## src/hdl/gns_pkg.sv

```systemverilog
// Package of the Gaussian noise sampler: fixed-point constants, series tables,
// the back-end state type and the structs passed between modules.
// Depends on nothing; every other file but gns_if uses it by scoped names.
package gns_pkg;

	// Fixed-point constants: one in Q2.62, ln 2 and pi/4 in Q0.64.
	localparam logic [63:0] ONE_Q62 = 64'h4000_0000_0000_0000;
	localparam logic [63:0] LN2_Q64 = 64'hB172_17F7_D1CF_79AB;
	localparam logic [63:0] PI4_Q64 = 64'hC90F_DAA2_2168_C235;
	localparam logic [64:0] TWO_64  = 65'h1_0000_0000_0000_0000;

	// Number of Horner terms in the cosine and sine series.
	localparam int unsigned TERMS = 12;

	// Term divisors, indexed by k-1: (2k-1)(2k) for cosine, (2k)(2k+1) for sine.
	localparam logic [9:0] COS_DIV [TERMS] = '{
		10'd2, 10'd12, 10'd30, 10'd56, 10'd90, 10'd132,
		10'd182, 10'd240, 10'd306, 10'd380, 10'd462, 10'd552
	};
	localparam logic [9:0] SIN_DIV [TERMS] = '{
		10'd6, 10'd20, 10'd42, 10'd72, 10'd110, 10'd156,
		10'd210, 10'd272, 10'd342, 10'd420, 10'd506, 10'd600
	};

	// Reciprocals floor(2^64 / divisor); the quotient estimate is corrected later.
	localparam logic [63:0] COS_RECIP [TERMS] = '{
		64'(TWO_64 / 65'd2), 64'(TWO_64 / 65'd12), 64'(TWO_64 / 65'd30),
		64'(TWO_64 / 65'd56), 64'(TWO_64 / 65'd90), 64'(TWO_64 / 65'd132),
		64'(TWO_64 / 65'd182), 64'(TWO_64 / 65'd240), 64'(TWO_64 / 65'd306),
		64'(TWO_64 / 65'd380), 64'(TWO_64 / 65'd462), 64'(TWO_64 / 65'd552)
	};
	localparam logic [63:0] SIN_RECIP [TERMS] = '{
		64'(TWO_64 / 65'd6), 64'(TWO_64 / 65'd20), 64'(TWO_64 / 65'd42),
		64'(TWO_64 / 65'd72), 64'(TWO_64 / 65'd110), 64'(TWO_64 / 65'd156),
		64'(TWO_64 / 65'd210), 64'(TWO_64 / 65'd272), 64'(TWO_64 / 65'd342),
		64'(TWO_64 / 65'd420), 64'(TWO_64 / 65'd506), 64'(TWO_64 / 65'd600)
	};

	// Kind of job queued between the front and the back.
	typedef enum logic {
		JOB_BOX,
		JOB_ZERO
	} job_kind_t;

	// Back-end sequencer states.
	typedef enum logic [3:0] {
		ST_IDLE,
		ST_NORM,
		ST_SQ_MUL,
		ST_LN_MUL,
		ST_ROOT,
		ST_ANG_MUL,
		ST_A2_MUL,
		ST_TERM_MUL,
		ST_RECIP_MUL,
		ST_QD_MUL,
		ST_CORR,
		ST_SIN_MUL,
		ST_Z_MUL,
		ST_SCALE_MUL,
		ST_DONE
	} core_state_t;

	// Queue status.
	typedef struct packed {
		logic full;
		logic empty;
	} fifo_stat_t;

	// Front status: a job is pushed, a first uniform is held.
	typedef struct packed {
		logic push;
		logic held;
	} front_stat_t;

	// Multiplier request and response.
	typedef struct packed {
		logic        start;
		logic [63:0] a;
		logic [63:0] b;
	} mul_req_t;

	typedef struct packed {
		logic         done;
		logic [127:0] prod;
	} mul_rsp_t;

endpackage

```

## src/hdl/gns_fifo.sv

```systemverilog
// Two-entry job queue between the front and the back of the sampler.
// Depends on gns_pkg for the status struct.
module gns_fifo #(
	parameter int unsigned W = 107
) (
	input  logic                clk,
	input  logic                arst_n,
	input  logic                push,
	input  logic [W-1:0]        push_data,
	input  logic                pop,
	output logic [W-1:0]        head_data,
	output gns_pkg::fifo_stat_t stat
);

	logic [W-1:0] d0_q, d1_q;
	logic         v0_q, v1_q;

	assign head_data  = d0_q;
	assign stat.full  = v0_q & v1_q;
	assign stat.empty = ~v0_q;

	// Valid flags: the head slot always holds the oldest entry.
	always_ff @(posedge clk or negedge arst_n) begin
		if (!arst_n) begin
			v0_q <= 1'b0;
			v1_q <= 1'b0;
		end else if (push && pop) begin
			v0_q <= 1'b1;
		end else if (pop) begin
			v0_q <= v1_q;
			v1_q <= 1'b0;
		end else if (push) begin
			if (v0_q) begin
				v1_q <= 1'b1;
			end else begin
				v0_q <= 1'b1;
			end
		end
	end

	// Entry data.
	always_ff @(posedge clk) begin
		if (push && pop) begin
			if (v1_q) begin
				d0_q <= d1_q;
				d1_q <= push_data;
			end else begin
				d0_q <= push_data;
			end
		end else if (pop) begin
			d0_q <= d1_q;
		end else if (push) begin
			if (v0_q) begin
				d1_q <= push_data;
			end else begin
				d0_q <= push_data;
			end
		end
	end

endmodule

```

## config.mk

```make
export PLATFORM = sky130hd
export DESIGN_NAME = gns_fifo
export DESIGN_NICKNAME = d
export VERILOG_FILES = /design/src/hdl/gns_pkg.sv /design/src/hdl/gns_fifo.sv
export SDC_FILE = /design/constraint.sdc
export NUM_CORES = 1
export LEC_CHECK = 0
export BUFFER_PORTS_ARGS = -buffer_cell sky130_fd_sc_hd__buf_2
export CAP_MARGIN = 20
export CORE_MARGIN = 1
export CORE_UTILIZATION = 47
export CTS_CLUSTER_DIAMETER = 120
export CTS_CLUSTER_SIZE = 30
export DETAILED_ROUTE_END_ITERATION = 8
export PLACE_DENSITY = 0.87
export SYNTH_ARGS = -nofsm -noshare
export SYNTH_HDL_FRONTEND = slang
export SYNTH_SLANG_ARGS = --single-unit
```

## constraint.sdc

```tcl
create_clock -name clk -period 5.1 [get_ports clk]
set_clock_uncertainty 0.05 [all_clocks]
set_input_delay 0.51 -clock clk [delete_from_list [all_inputs] [get_ports clk]]
set_output_delay 0.51 -clock clk [all_outputs]
set_load 0.01 [all_outputs]
```

==> reports/metrics.csv <==
metric,value,unit
outcome,"finished, final reports clean",
clockPowerShare,26.5,%
clockRootBuffer,clkbuf_16,
vdd.ir_drop.worst,0.000341,V
syn_area_per_cell,22.7,sq um
cts_setup_buffers,0,
fp.dieW,131,microns
grt_pass1_vias,4204,
syn_inst,345,
hp-class,in2reg,
worstMarginPinSlew,982,ps
synth_seq_cells,216,
cp-end-kind,register,
insertion_delay,460,ps
dpl-instance-area,9180,sq um
vias,3957,
grt_usage,16.3,%
yosys-top-cells-area,"edfxtp_1, mux2_2, mux2_1",
grt_pass1_wl,21300,microns
synth_area,7830,sq um
leakage,3.63,nW
path_cells,inv_1 > a21o_4 > buf_4,
synth.top_cell.area_share,82.1,%
period_share,44.6,%
drive_gt1_share,55.2,%
comb_power_share,11.1,%
die_y,131,microns
synthToLayoutAreaGrowth,22.0,%
pwr-share-seq,62.4,%
synth_cell_types,17,
holdBufCountCts,1,
setup_viol,0,
hpwl,9760,microns
cp.depth,3,
critPathRequiredTime,5170,ps
setup_tns,0,ps
die-area,17200,sq um
netSwitchingPower,0.767,mW
clk_path_buf_depth,3,
nFillCells,1217,
first_pass_iters,4,
drtAntennaViolNets,0,
crit_fanout,76,
drv_slew,0,
instances_no_fill,791,
cts_sinks,216,
switching_share,22.0,%
post_drt_wl_per_cell,18.2,microns
fmax,439,MHz
cp_top_family,compound AO/OA/AOI/OAI gates,
startpoint_type,register,
cts-resized-gates,0,
holdPathStages,1,
core,16100,sq um
cts_made_buffers,11,
critical-path-max-stage-delay,760,ps
io_buffers,219,
rows,46,
hold_viol,0,
crit_buf_inv,2,
p_int,2.72,mW
gr-total-overflow,0,
htree_levels,1,
final_common_cell,buf_2,
synth_seq_area_share,82.7,%
antenna_found_initial,1,
yosysTopAreaCell,edfxtp_1,
crit_type,reg2reg,
synthesis.nets,456,
drv_cap,0,
clk_pin_slew,110,ps
crit_arrival,2340,ps
routed_wl,14400,microns
drtIter0Drc,226,
grt_start_max_net_pins,77,
nets,683,
slowest_stage,a21o_4,
slew_headroom,34.5,%
viasPerCell,5.00,
finalPower,3.49,mW
dp_cells,772,
start_util,48.7,%
layout_common_cells,"buf_2, edfxtp_1, mux2_2",
cts_tree,yes,
worst_r2r_path_depth,3,
holdWs,177,ps
gp_congestion,0.706,
io-pin-count,220,
power_density,366,nW/um^2
design_area,9550,sq um
yosysWarnings,0,
rsz0062_at_grt,false,
drc,0,
min_period,2280,ps
-- synthesized netlist by cell type --
cell      number
a21o_1         1
a21oi_1        1
and2_1         1
buf_2          7
buf_4          1
buf_6          3
dfrtp_1        2
edfxtp_1     214
inv_1          1
inv_2          1
mux2_1        30
mux2_2        77
mux2i_1        1
nand2_1        2
nor2_1         1
o21ai_0        1
o21ai_4        1
-- per-layer routing --
layer  share of wire, %  vias to the layer above  global-route usage (%)
met1                 40                     1959                    18.9
li1                   -                     1815                       -
met2                 50                      156                    29.4
met3                7.4                       27                    4.72
met4                2.6                        0                    4.60
met5                  0                        -                       0
-- power groups by stage --
stage          Clock, mW  Combinational [mW]  Sequential, mW
2_1_floorplan          0               0.161            2.27
3_3_place_gp           0               0.366            2.21
3_5_place_dp           0               0.386            2.22
4_1_cts            0.955               0.387            2.18
5_1_grt             1.01               0.422            2.19
6_report           0.927               0.387            2.18
-- cells by family (layout without fill, tap and decap cells) --
group                  count (synthesis)  count (layout)  share of synthesized area [%]
buffers and inverters                 13             242                           1.07
AO/OA/AOI/OAI                          4               4                          0.432
flip-flops                           216             216                           82.7
AND/OR/NAND/NOR                        4               4                          0.224
other                                  0               1                              0
multiplexers                         108             108                           15.5
-- layout make-up --
cell class | count | area (sq um) | area share (%)
Sequential cell | 216 | 6480 | 67.8
Multi-Input combinational cell | 116 | 1280 | 13.4
Timing Repair Buffer | 225 | 1190 | 12.5
Clock buffer | 14 | 287 | 3.00
Tap cell | 216 | 270 | 2.83
Clock inverter | 1 | 30.0 | 0.315
Inverter | 2 | 7.51 | 0.0786
Antenna cell | 1 | 2.50 | 0.0262
-- through the flow --
step	worst slack [ps]	utilization [%]
final	2820	59.5
after floorplan	1180	-
after global routing	2660	59.4
after global placement	2340	57.2
after detailed placement	2250	57.2
after CTS	2480	59.2
-- flip-flops by register name, summed over array words and instances, names as in the netlist --
register   flops
d1_q         107
v1_q           1
v0_q           1
head_data    107
-- worst paths after layout --
check                              start             to  slack [ps]
setup / recovery                    v0_q  head_data[98]        2820
hold / removal             push_data[34]       d1_q[34]         180
setup reg to reg                    v0_q  head_data[98]        2820
hold reg to reg                 d1_q[27]  head_data[27]         470
min in group asynchronous         arst_n           v1_q         300
max in group asynchronous         arst_n           v0_q        4600
-- worst reg2reg max path, stage by stage, from the launching register on --
cell	delay [ps]
dfrtp_1	430
inv_1	100
a21o_4	760
buf_4	580
(Power assumes the default switching activity.)
