===== config.mk =====
export PLATFORM = sky130hd
export DESIGN_NAME = gns_front_flat
export DESIGN_NICKNAME = d
export VERILOG_FILES = /design/src/hdl/gns_pkg.sv /design/src/hdl/gns_if.sv /design/src/hdl/gns_front.sv /design/src/flat_wrapper.sv
export SDC_FILE = /design/constraint.sdc
export NUM_CORES = 1
export LEC_CHECK = 0
export ABC_AREA = 1
export BUFFER_PORTS_ARGS = -buffer_cell sky130_fd_sc_hd__buf_4
export CORE_ASPECT_RATIO = 2
export CORE_MARGIN = 1.5
export CORE_UTILIZATION = 42
export CTS_CLUSTER_SIZE = 28
export DETAILED_ROUTE_END_ITERATION = 8
export GPL_TIMING_DRIVEN = 0
export PLACE_DENSITY = 0.95
export SYNTH_ARGS = -nofsm -noshare
export SYNTH_HDL_FRONTEND = slang
export SYNTH_SLANG_ARGS = --single-unit

===== constraint.sdc =====
create_clock -name clk -period 11.9 [get_ports clk]
set_input_delay 0.595 -clock clk [delete_from_list [all_inputs] [get_ports clk]]
set_output_delay 0.595 -clock clk [all_outputs]
set_load 0.01 [all_outputs]

===== src/hdl/gns_pkg.sv =====
// Package of the Gaussian noise sampler: fixed-point constants, series tables,
// the back-end state type and the structs passed between modules.
// Depends on nothing; every other file but gns_if uses it by scoped names.
package gns_pkg;

	// Fixed-point constants: one in Q2.62, ln 2 and pi/4 in Q0.64.
	localparam logic [63:0] ONE_Q62 = 64'h4000_0000_0000_0000;
	localparam logic [63:0] LN2_Q64 = 64'hB172_17F7_D1CF_79AB;
	localparam logic [63:0] PI4_Q64 = 64'hC90F_DAA2_2168_C235;
	localparam logic [64:0] TWO_64  = 65'h1_0000_0000_0000_0000;

	// Number of Horner terms in the cosine and sine series.
	localparam int unsigned TERMS = 12;

	// Term divisors, indexed by k-1: (2k-1)(2k) for cosine, (2k)(2k+1) for sine.
	localparam logic [9:0] COS_DIV [TERMS] = '{
		10'd2, 10'd12, 10'd30, 10'd56, 10'd90, 10'd132,
		10'd182, 10'd240, 10'd306, 10'd380, 10'd462, 10'd552
	};
	localparam logic [9:0] SIN_DIV [TERMS] = '{
		10'd6, 10'd20, 10'd42, 10'd72, 10'd110, 10'd156,
		10'd210, 10'd272, 10'd342, 10'd420, 10'd506, 10'd600
	};

	// Reciprocals floor(2^64 / divisor); the quotient estimate is corrected later.
	localparam logic [63:0] COS_RECIP [TERMS] = '{
		64'(TWO_64 / 65'd2), 64'(TWO_64 / 65'd12), 64'(TWO_64 / 65'd30),
		64'(TWO_64 / 65'd56), 64'(TWO_64 / 65'd90), 64'(TWO_64 / 65'd132),
		64'(TWO_64 / 65'd182), 64'(TWO_64 / 65'd240), 64'(TWO_64 / 65'd306),
		64'(TWO_64 / 65'd380), 64'(TWO_64 / 65'd462), 64'(TWO_64 / 65'd552)
	};
	localparam logic [63:0] SIN_RECIP [TERMS] = '{
		64'(TWO_64 / 65'd6), 64'(TWO_64 / 65'd20), 64'(TWO_64 / 65'd42),
		64'(TWO_64 / 65'd72), 64'(TWO_64 / 65'd110), 64'(TWO_64 / 65'd156),
		64'(TWO_64 / 65'd210), 64'(TWO_64 / 65'd272), 64'(TWO_64 / 65'd342),
		64'(TWO_64 / 65'd420), 64'(TWO_64 / 65'd506), 64'(TWO_64 / 65'd600)
	};

	// Kind of job queued between the front and the back.
	typedef enum logic {
		JOB_BOX,
		JOB_ZERO
	} job_kind_t;

	// Back-end sequencer states.
	typedef enum logic [3:0] {
		ST_IDLE,
		ST_NORM,
		ST_SQ_MUL,
		ST_LN_MUL,
		ST_ROOT,
		ST_ANG_MUL,
		ST_A2_MUL,
		ST_TERM_MUL,
		ST_RECIP_MUL,
		ST_QD_MUL,
		ST_CORR,
		ST_SIN_MUL,
		ST_Z_MUL,
		ST_SCALE_MUL,
		ST_DONE
	} core_state_t;

	// Queue status.
	typedef struct packed {
		logic full;
		logic empty;
	} fifo_stat_t;

	// Front status: a job is pushed, a first uniform is held.
	typedef struct packed {
		logic push;
		logic held;
	} front_stat_t;

	// Multiplier request and response.
	typedef struct packed {
		logic        start;
		logic [63:0] a;
		logic [63:0] b;
	} mul_req_t;

	typedef struct packed {
		logic         done;
		logic [127:0] prod;
	} mul_rsp_t;

endpackage


===== src/hdl/gns_if.sv =====
// Channel interfaces of the Gaussian noise sampler: random words in, samples
// out, and the sigma write channel. No dependencies.
interface gns_word_if;
	logic        valid;
	logic        ready;
	logic [63:0] random_word;
	modport source (output valid, output random_word, input ready);
	modport sink (input valid, input random_word, output ready);
endinterface



===== src/hdl/gns_front.sv =====
// Front end of the sampler: accepts random words, classifies them and holds
// the first uniform. Depends on gns_pkg and the word interface.
module gns_front #(
	parameter int unsigned UNIFORM_BITS = 53
) (
	input  logic                            clk,
	input  logic                            arst_n,
	gns_word_if.sink                        words,
	input  logic                            sigma_zero,
	input  logic                            queue_full,
	output logic [2*UNIFORM_BITS:0]         job_data,
	output gns_pkg::front_stat_t            stat
);

	logic [UNIFORM_BITS-1:0] u;
	logic [UNIFORM_BITS-1:0] u1_q;
	logic                    held_q;
	logic                    accept;
	gns_pkg::job_kind_t      kind;

	// Classify the offered word.
	assign u        = words.random_word[63 -: UNIFORM_BITS];
	assign words.ready = ~queue_full;
	assign accept   = words.valid & words.ready;
	assign kind     = sigma_zero ? gns_pkg::JOB_ZERO : gns_pkg::JOB_BOX;
	assign job_data = {kind, u1_q, u};
	assign stat.push = accept & (sigma_zero | ((u != '0) & held_q));
	assign stat.held = held_q;

	// Held-uniform flag.
	always_ff @(posedge clk or negedge arst_n) begin
		if (!arst_n) begin
			held_q <= 1'b0;
		end else if (accept) begin
			if (sigma_zero) begin
				held_q <= 1'b0;
			end else if (u != '0) begin
				held_q <= ~held_q;
			end
		end
	end

	// First uniform of a pair.
	always_ff @(posedge clk) begin
		if (accept && !sigma_zero && u != '0 && !held_q) begin
			u1_q <= u;
		end
	end

endmodule


===== src/flat_wrapper.sv =====
// flat-port wrapper written by rule: the top's interface ports become plain ports
module gns_front_flat 
#(
	parameter int unsigned UNIFORM_BITS = 53
)
  (clk, arst_n, sigma_zero, queue_full, job_data, stat, words_valid, words_random_word, words_ready);
  gns_word_if words_i ();
  input  logic clk;
  input  logic arst_n;
  input  logic sigma_zero;
  input  logic queue_full;
  output logic [2*UNIFORM_BITS:0] job_data;
  output gns_pkg::front_stat_t stat;
  input wire logic [$bits(words_i.valid)-1:0] words_valid;
  input wire logic [$bits(words_i.random_word)-1:0] words_random_word;
  output wire logic [$bits(words_i.ready)-1:0] words_ready;
  assign words_i.valid = words_valid;
  assign words_i.random_word = words_random_word;
  assign words_ready = words_i.ready;
  gns_front #(.UNIFORM_BITS(UNIFORM_BITS)) u_core (.clk(clk), .arst_n(arst_n), .words(words_i), .sigma_zero(sigma_zero), .queue_full(queue_full), .job_data(job_data), .stat(stat));
endmodule

==> impl_metrics.py, run 1 <==
metrics = {
    "setup_path": {
        "crit_type": "in -> out",
        "path_cells": "buf_4 -> or2_1 -> nor2_1 -> nand2_1 -> nor2_2 -> nand3_1 -> nand2_1 -> inv_1 -> buf_4",
        "r2r_setup_slack_ns": 10.27,
        "arrival_ns": 1.61,
        "r2r-end": "u_core.u1_q[38]$_DFFE_PP_",
        "slowest_stage": "or2_1",
        "crit_path_start": "words_random_word[16]",
        "r2r_start": "u_core.held_q$_DFFE_PN0P_",
        "max_stage_delay_ns": 0.22,
        "cp.required_ns": 11.31,
        "reg2reg_depth": 3,
        "critical_path_peak_fanout": 3,
        "worst_setup_path_end_kind": "output pin",
        "cp-start-kind": "input port",
        "crit_end": "stat[1]",
    },
    "die": {
        "rows": 37,
        "die_w_um": 55.18,
        "start_util": 0.4411,
        "num_io_pins": 179,
        "die_area_um2": 5924,
        "coreArea_um2": 5185,
        "die_h_um": 107.4,
    },
    "finish": {
        "antenna_cells": 0,
        "layout-drive-gt1-share": 0.6657,
        "multi_input_area_um2": 236.5,
        "regArea_um2": 1617,
        "fin_nets": 421,
        "area_delta_synth_final_pct": 63.73,
        "utilization": 0.7222,
        "n_fill_cell": 375,
    },
    "power_and_ir_drop": {
        "vdd_drop_max_uv": 109.1,
        "p_leak_uw": 0.001751,
        "p_total_uw": 384.2,
        "p_per_area_nw_per_um2": 102.6,
    },
    "drt": {
        "drtIter0Drc": 43,
        "viasPerCell": 4.375,
        "routed_wl_um": 6132,
        "wl_per_cell_um": 14.92,
        "ant_nets": 0,
        "firstDrtPassIters": 4,
        "drc": 0,
        "vias": 1798,
    },
    "run_status": {
        "status": "finished, final reports clean",
    },
    "sta": {
        "drv_slew": 0,
        "maxSlewHeadroom": 0.6398,
        "rsz0062_at_grt": "no",
        "clock_skew_ns": 0.003072,
        "finalSetupViolations": 0,
        "finalCritPeriodShare": 0.1855,
        "clock.fmax_ghz": 0.4531,
        "tightest_slew_ns": 0.5374,
        "report.final.hold_viol_count": 0,
        "setup_tns_ns": 0,
        "hold_slack_ns": 0.05039,
        "post-route-min-period_ns": 2.207,
    },
    "clocking": {
        "cts.path.max_buffers": 2,
        "cts_resized": 0,
        "clock-sinks": 54,
        "cts_tree": "yes",
        "postCtsSetupBuffers": 0,
        "clkTransAtPathRegs_ns": 0.09,
        "clkLatencyLatePin_ns": 0.30,
        "clockRootBuffer": "clkbuf_8",
        "cts_hold_buffers": 0,
        "cts_made_buffers": 5,
        "cts_max_level": 2,
    },
    "synthesis": {
        "synth_area_um2": 2287,
        "ys_seq_elements": 54,
        "syn_avg_cell_area_um2": 13.14,
        "ys_types": 13,
        "seq_area_frac_synth": 0.7068,
        "synth_warnings": 0,
        "syn_inst": 174,
        "syn_nets": 243,
    },
    "global_routing": {
        "grt_pass1_vias": 1811,
        "antenna_found_initial": 0,
        "grt_usage": 0.2125,
        "grt_max_degree": 16,
        "grt_pass1_wl_um": 8652,
        "grt_overflow_total": 0,
    },
    "hold_path": {
        "min_path_type": "in -> async",
    },
    "place": {
        "gp_congestion": 0.7465,
        "dp_hpwl_um": 5204,
        "io_buffers": 167,
    },
    "run": {
        "cap_violations": 0,
    },
}
state kept, by name, indices dropped and copies added (netlist names):
name and count:
u_core.held_q 1, u_core.u1_q 53
synth_stat cells (all sizes together):
| cell type | n | area (µm²) |
|---|---|---|
| edfxtp | 53 | 1592 |
| dfrtp | 1 | 25.02 |
| nand2 | 20 | 77.58 |
| nand3 | 1 | 5.000 |
| buf | 55 | 412.9 |
| nor2 | 33 | 126.4 |
| a21oi | 1 | 5.000 |
| nand4 | 1 | 6.260 |
| inv | 7 | 26.28 |
| nor3 | 1 | 5.000 |
| or2 | 1 | 6.260 |
cell families (layout without fill, tap and decap cells):
logic type,Yosys count,count (layout),synth area share
buf+inv,62,241,0.1920
simple gates,57,57,0.09902
flops,54,54,0.7068
compound gates,1,1,0.002186
worst min-delay path by stage:
| stage | end | slack (ns) | cells past startpoint |
|---|---|---|---|
| floorplan | u_core.held_q$_DFFE_PN0P_ | 0.30 | 0 |
| global placement | u_core.held_q$_DFFE_PN0P_ | 0.37 | 1 |
| detailed placement | u_core.held_q$_DFFE_PN0P_ | 0.37 | 1 |
| CTS | u_core.held_q$_DFFE_PN0P_ | 0.04 | 1 |
| global route | u_core.held_q$_DFFE_PN0P_ | 0.03 | 1 |
| finish | u_core.held_q$_DFFE_PN0P_ | 0.05 | 1 |
metrics by stage:
step | cell area, µm² | setup slack, ns | cells
after floorplan | 2287 | 6.841 | 174
after global placement | 3613 | 5.490 | 399
after detailed placement | 3664 | 9.563 | 403
after CTS | 3745 | 9.683 | 411
after global routing | 3745 | 9.560 | 411
final | 3745 | 9.693 | 411
routing by layer:
layer	routed length, µm	vias up	GRT usage
met5	0	-	0
met4	145	0	0.09059
met3	417	11	0.05972
met2	3803	95	0.4099
met1	1765	817	0.1815
li1	-	875	-
power by group:
group | total [µW] | internal (µW) | switching [µW]
Combinational | 73.0 | 43.4 | 29.6
Clock | 95.1 | 40.6 | 54.5
Sequential | 216 | 215 | 1.68
Total | 384 | 298 | 85.8
placed cells by master (no fill, tap or decap), drive strengths merged:
master / instances
a21oi: 1
inv: 7
clkinv: 2
nor3: 1
dfrtp: 1
nand3: 1
clkbuf: 6
buf: 226
nor2: 33
or2: 1
nand4: 1
edfxtp: 53
nand2: 20
worst max-delay path: cells and delay by family:
kind,cells,cell delay (ns)
buf+inv,3,0.30
simple gates,6,0.72
final cells by class:
class                      instances  share of cell area
sequential                        54              0.4317
timing repair buffer             171              0.3468
buffer                            55              0.1103
multi-input combinational         58             0.06315
clock buffer                       6             0.01938
tap                               58             0.01938
inverter                           7            0.007016
clock inverter                     2            0.002339
Note: power is estimated with default switching activity, not from simulation.
==> inputs of run 2 (changes only) <==
Settings changed: CORE_UTILIZATION 42 to 39, PLACE_DENSITY 0.95 to 0.89.
Clock period 11.9 ns to 2.1 ns, I/O delays scaled along.
==> impl_metrics.py, run 2 (synthesized netlist as in run 1, its figures left out) <==
metrics = {
    "setup_path": {
        "crit_type": "in -> reg",
        "r2r-end": "u_core.u1_q[2]$_DFFE_PP_",
        "cp.required_ns": 2.09,
        "path_cells": "dlygate4sd3_1 -> buf_4 -> nor2_1 -> nand2_1 -> nor2_1 -> nand2_1 -> nor2_1 -> nand2_1 -> nand2_2 -> nor3_4 -> buf_4 -> buf_8",
        "r2r_start": "u_core.held_q$_DFFE_PN0P_",
        "max_stage_delay_ns": 0.53,
        "cp-start-kind": "input port",
        "worst_setup_path_end_kind": "flop",
        "arrival_ns": 1.73,
        "slowest_stage": "dlygate4sd3_1",
        "critical_path_peak_fanout": 22,
        "reg2reg_depth": 3,
        "r2r_setup_slack_ns": 0.83,
    },
    "run": {
        "cap_violations": 0,
    },
    "hold_path": {
        "min_path_type": "in -> reg",
        "min_to": "u_core.u1_q[46]$_DFFE_PP_",
        "min_from": "words_random_word[57]",
        "holdPathStages": 1,
    },
    "finish": {
        "largest_reg_flops": 53,
        "fin_area_um2": 3872,
        "antenna_cells": 0,
        "area_delta_synth_final_pct": 69.31,
        "fin_nets": 424,
        "final_cell_mix": "buf_4 (225), edfxtp_1 (53), nor2_1 (32)",
        "top_register": "u_core.u1_q",
        "layout-drive-gt1-share": 0.6648,
        "mostFrequentLayoutCell": "buf_4",
        "utilization": 0.6841,
        "largestRegisters": "u_core.u1_q: 53 flops, u_core.held_q: 1 flops",
    },
    "die": {
        "rows": 39,
        "coreArea_um2": 5660,
        "num_io_pins": 179,
        "die_area_um2": 6361,
        "die_h_um": 111.3,
        "die_w_um": 57.15,
        "start_util": 0.4041,
    },
    "drt": {
        "drtIter0Drc": 43,
        "viasPerCell": 4.440,
        "ant_nets": 0,
        "vias": 1847,
        "wl_per_cell_um": 14.68,
        "routed_wl_um": 6105,
        "drc": 0,
        "firstDrtPassIters": 4,
    },
    "sta": {
        "maxSlewHeadroom": 0.8839,
        "clock.fmax_ghz": 0.5737,
        "rsz0062_at_grt": "no",
        "hold_slack_ns": 0.007975,
        "clock_skew_ns": 0.004688,
        "finalCritPeriodShare": 0.8300,
        "tightest_slew_ns": 0.1741,
        "report.final.hold_viol_count": 0,
        "finalSetupViolations": 0,
        "post-route-min-period_ns": 1.743,
        "setup_tns_ns": 0,
        "drv_slew": 0,
    },
    "power_and_ir_drop": {
        "p_leak_uw": 0.001808,
        "p_clk_frac": 0.353,
        "switching_share": 0.2063,
        "pwr-share-comb": 0.165,
        "pwr-share-seq": 0.482,
        "vdd_drop_max_uv": 723.9,
        "p_per_area_nw_per_um2": 657.3,
        "internal_power_uw": 2020,
        "switching_power_uw": 525.2,
    },
    "global_routing": {
        "grt_max_degree": 23,
        "grt_usage": 0.1876,
        "antenna_found_initial": 0,
        "grt_overflow_total": 0,
        "grt_pass1_vias": 1909,
        "grt_pass1_wl_um": 8914,
    },
    "clocking": {
        "clkLatencyLatePin_ns": 0.29,
        "clock-sinks": 54,
        "cts_made_buffers": 5,
        "cts_tree": "yes",
        "clockRootBuffer": "clkbuf_16",
        "clkTransAtPathRegs_ns": 0.07,
        "cts_resized": 0,
        "cts.path.max_buffers": 2,
        "cts_max_level": 2,
    },
    "place": {
        "io_buffers": 167,
        "dp_hpwl_um": 4867,
        "postPlaceCellArea_um2": 3671,
        "gp_congestion": 0.8189,
    },
    "run_status": {
        "status": "finished, final reports clean",
    },
}
==> run 2: cell types whose count changed in the layout (fill, tap and decap cells not counted) <==
cell           change
clkinv_2           -1
buf_6              -4
bufinv_16          +1
clkbuf_1           -1
buf_4              +3
nor3_4             +1
nor3_2             -1
buf_8              +1
dlygate4sd3_1      +2
clkbuf_16          +5
clkbuf_8           -5
buf_16             +1
==> run 2: how the worst max path moves through the flow <==
stage                                         start                        end  cells past startpoint
final                         words_random_word[55]   u_core.u1_q[2]$_DFFE_PP_                     12
after global routing          words_random_word[55]  u_core.u1_q[49]$_DFFE_PP_                     12
after CTS                     words_random_word[55]  u_core.u1_q[47]$_DFFE_PP_                     11
after detailed placement      words_random_word[37]   u_core.u1_q[0]$_DFFE_PP_                     10
after global placement        words_random_word[37]  u_core.u1_q[40]$_DFFE_PP_                      9
after floorplan           u_core.held_q$_DFFE_PN0P_   u_core.u1_q[0]$_DFFE_PP_                      1
==> run 2: metal layers <==
layer,track usage,part of all wire
met1,0.1611,0.30
met4,0.1178,0.045
met3,0.04667,0.068
met2,0.3579,0.59
met5,0,0
==> run 2: power groups by stage <==
stage                     logic (µW)  clock network, µW  registers [µW]
after global placement           396                  0            1250
after detailed placement         416                  0            1250
after CTS                        420                921            1230
final                            419                899            1230
after global routing             448                942            1230
after floorplan                  148                  0            1260
==> run 2: worst max-delay path: cells and delay by family <==
kind | cells | cell delay (ns)
AND/OR/NAND/NOR | 8 | 0.62
buffers and inverters | 4 | 0.99
==> run 2: layout make-up <==
| type | count | area [µm²] |
|---|---|---|
| fill | 441 | 1788 |
| sequential | 54 | 1617 |
| timing repair buffer | 174 | 1339 |
| buffer | 55 | 412.9 |
| multi-input combinational | 58 | 242.7 |
| clock buffer | 5 | 125.1 |
| tap | 61 | 76.32 |
| clock inverter | 2 | 33.78 |
| inverter | 7 | 26.28 |
==> run 2: per-stage QoR <==
stage	power, µW	std cells	worst slack [ns]
after floorplan	1412	174	-0.04288
after global placement	1647	402	-0.6232
after detailed placement	1667	404	0.2327
after CTS	2569	413	0.01647
after global routing	2619	416	0.2515
final	2545	416	0.3569
==> run 2: repair_timing <==
| item | in CTS | in global routing |
|---|---|---|
| setup buffers | 0 | 3 |
| endpoints found under the setup margin | 0 | 42 |
| hold buffers | 2 | 0 |
| endpoints found under the hold margin | 2 | 0 |
==> inputs of run 3 (changes only) <==
Settings changed: ABC_AREA 1 to 0, CORE_UTILIZATION 39 to 35, PLACE_DENSITY 0.89 to 0.86.
Clock period 2.1 ns to 1.6 ns, I/O delays scaled along.
==> impl_metrics.py, run 3 <==
metrics = {
    "run_status": {
        "status": "finished, final reports clean",
    },
    "finish": {
        "area_delta_synth_final_pct": 100.8,
        "largestRegisters": "u_core.u1_q: 53 flops, u_core.held_q: 1 flops",
        "fin_area_um2": 4468,
        "mostFrequentLayoutCell": "buf_4",
        "fin_nets": 439,
        "layout-drive-gt1-share": 0.6658,
        "largest_reg_flops": 53,
        "top_register": "u_core.u1_q",
        "final_cell_mix": "buf_4 (224), edfxtp_1 (53), dlygate4sd3_1 (48)",
        "antenna_cells": 0,
    },
    "drt": {
        "drtIter0Drc": 63,
        "firstDrtPassIters": 4,
        "wl_per_cell_um": 15.65,
        "routed_wl_um": 7153,
        "ant_nets": 0,
        "vias": 2029,
        "viasPerCell": 4.440,
        "drc": 0,
    },
    "synthesis": {
        "netlist.area_leader.share": 0.7154,
        "seq_area_frac_synth": 0.7267,
        "ys_seq_elements": 54,
        "synth-simple-area-share": 0.07312,
        "synth.area.top_cells": "edfxtp_1 (72%), buf_4 (19%), nor4_1 (3.1%)",
        "yosysTopAreaCell": "edfxtp_1",
        "synth_warnings": 0,
        "ys_types": 18,
        "synth_fa_ha_area_frac": 0,
        "syn_nets": 210,
        "synth_top_family_by_area": "buffers and inverters",
        "async_reset_ff_frac": 0.01852,
        "synth_area_um2": 2225,
        "synth-edff-count": 53,
        "synth_most_common_cell": "buf_4",
        "synth-compound-area-share": 0.01294,
        "yosys-top-cells-count": "buf_4 (55), edfxtp_1 (53), nor4_1 (11), nor3_1 (4)",
        "muxShareOfSynthArea": 0,
        "syn_inst": 141,
        "syn_avg_cell_area_um2": 15.78,
        "synth_xor_xnor_area_share": 0,
        "synth_flop_cell": "edfxtp_1",
    },
    "die": {
        "die_w_um": 59.38,
        "die_h_um": 115.8,
        "die_area_um2": 6873,
        "num_io_pins": 179,
        "rows": 41,
        "start_util": 0.3584,
        "coreArea_um2": 6207,
    },
    "global_routing": {
        "antenna_found_initial": 0,
        "grt_pass1_wl_um": 10590,
        "grt_max_degree": 28,
        "grt_overflow_total": 0,
        "grt_pass1_vias": 2111,
        "grt_usage": 0.2113,
    },
    "sta": {
        "tightest_slew_ns": 0.5439,
        "maxSlewHeadroom": 0.6361,
        "finalSetupViolations": 0,
        "post-route-min-period_ns": 1.556,
        "clock.fmax_ghz": 0.6425,
        "hold_slack_ns": 0.004266,
        "report.final.hold_viol_count": 0,
        "clock_skew_ns": 0.008062,
        "finalCritPeriodShare": 0.9727,
        "fin_ws_ns": 0.04367,
        "drv_slew": 0,
    },
    "setup_path": {
        "cp.required_ns": 1.66,
        "cp_common_cell": "buf_4",
        "crit_family": "simple AND/OR/NAND/NOR gates",
        "critical_path_peak_fanout": 13,
        "cp-start-kind": "input port",
        "path_buf_inv": 3,
        "path_cells": "buf_4 -> nor4_4 -> nand4_1 -> nor3_4 -> buf_4 -> a31oi_4 -> buf_12",
        "slowest_stage": "nor3_4",
        "max_stage_delay_ns": 0.33,
        "crit_type": "in -> reg",
        "arrival_ns": 1.61,
        "worst_setup_path_end_kind": "flop",
    },
    "place": {
        "io_buffers": 167,
        "gp_congestion": 0.7919,
        "postPlaceCellArea_um2": 3628,
        "place_ws_ns": -0.7196,
        "dp_hpwl_um": 4615,
    },
    "power_and_ir_drop": {
        "vdd_drop_max_uv": 582.8,
        "p_per_area_nw_per_um2": 839.9,
        "p_leak_uw": 0.001959,
    },
    "clocking": {
        "clkTransAtPathRegs_ns": 0.07,
        "cts.path.max_buffers": 2,
        "cts_tree": "yes",
        "clockRootBuffer": "clkbuf_16",
        "clkLatencyLatePin_ns": 0.29,
        "cts_max_level": 2,
        "cts_made_buffers": 5,
        "clock-sinks": 54,
    },
    "hold_path": {
        "min_path_type": "in -> reg",
    },
    "run": {
        "cap_violations": 0,
    },
}
run 3: changes by cell type in the layout (fill, tap and decap cells not counted), moves of 2 or more:
cell           before  now
nand4_1             1    3
inv_1               7    1
nand2_1            19    1
nor4_2              0    3
nor3_1              0    3
dlygate4sd3_1       2   48
buf_12              0    2
nor2_1             32    2
nor4_1              0    7
a31oi_4             0    2
nor4_4              0    2
run 3: logic make-up after synthesis:
kind of cell / after synthesis
and+or+nand+nor: 27
DFF: 54
AOI/OAI and AO/OA: 4
buffers and inverters: 56
run 3: area by class of cell:
class	count	area (µm²)
plain buffers	55	412.9
clock inverters	2	60.06
well taps	86	107.6
flip-flops and latches	54	1618
clock buffers	6	138.9
repair buffers	221	1826
fillers	387	1739
multi-input cells	32	301.5
inverters	1	3.754
run 3: metal layers:
layer | vias up | global-route usage | routed length, µm
met5 | - | 0 | 0
met4 | 0 | 0.08636 | 174
met3 | 10 | 0.07924 | 930
met2 | 163 | 0.3641 | 3575
met1 | 919 | 0.2250 | 2473
li1 | 937 | - | -
run 3: what timing repair did:
| action | in CTS | in global routing |
|---|---|---|
| endpoints found under the setup margin | 53 | 40 |
| buffers inserted | 2 | 2 |
| resized for setup | 10 | 5 |
| pin swaps | 4 | 1 |
| hold endpoints to repair | 48 | 0 |
| hold buffers | 48 | 0 |
| cloned | 1 | 1 |
run 3: through the flow:
step / cells / setup TNS, ns / util / power [µW]
after global placement: 394 / -41.61 / 0.5801 / 2221
after floorplan: 141 / -23.92 / - / 1884
after CTS: 454 / 0 / 0.7124 / 3752
after detailed placement: 395 / -33.01 / 0.5846 / 2240
final: 457 / 0 / 0.7198 / 3753
after global routing: 457 / -0.7404 / 0.7198 / 3879
run 3: final timing paths:
| path | slack, ns | cells after the start | from | endpoint |
|---|---|---|---|---|
| max in group asynchronous | 1.40 | 2 | arst_n | u_core.held_q$_DFFE_PN0P_ |
| max reg2reg | 0.08 | 4 | u_core.held_q$_DFFE_PN0P_ | u_core.u1_q[6]$_DFFE_PP_ |
| min reg2reg | 0.71 | 2 | u_core.held_q$_DFFE_PN0P_ | u_core.held_q$_DFFE_PN0P_ |
| max | 0.04 | 7 | words_random_word[44] | u_core.u1_q[49]$_DFFE_PP_ |
| min | 0.004 | 1 | words_random_word[13] | u_core.u1_q[2]$_DFFE_PP_ |
| min in group asynchronous | 0.10 | 2 | arst_n | u_core.held_q$_DFFE_PN0P_ |
run 3: worst reg2reg max path: stages, from the launching register on:
cell and delay (ns):
dfrtp_2 0.46, nor2_4 0.13, nand3_4 0.12, a31oi_4 0.28, clkbuf_16 0.24
run 3: power breakdown:
group	leakage [µW]	switching (µW)	internal (µW)	total (µW)
Clock	0.0000971	462	939	1400
Combinational	0.00137	277	434	711
Sequential	0.000494	25.8	1620	1640
Total	0.00196	765	2990	3750
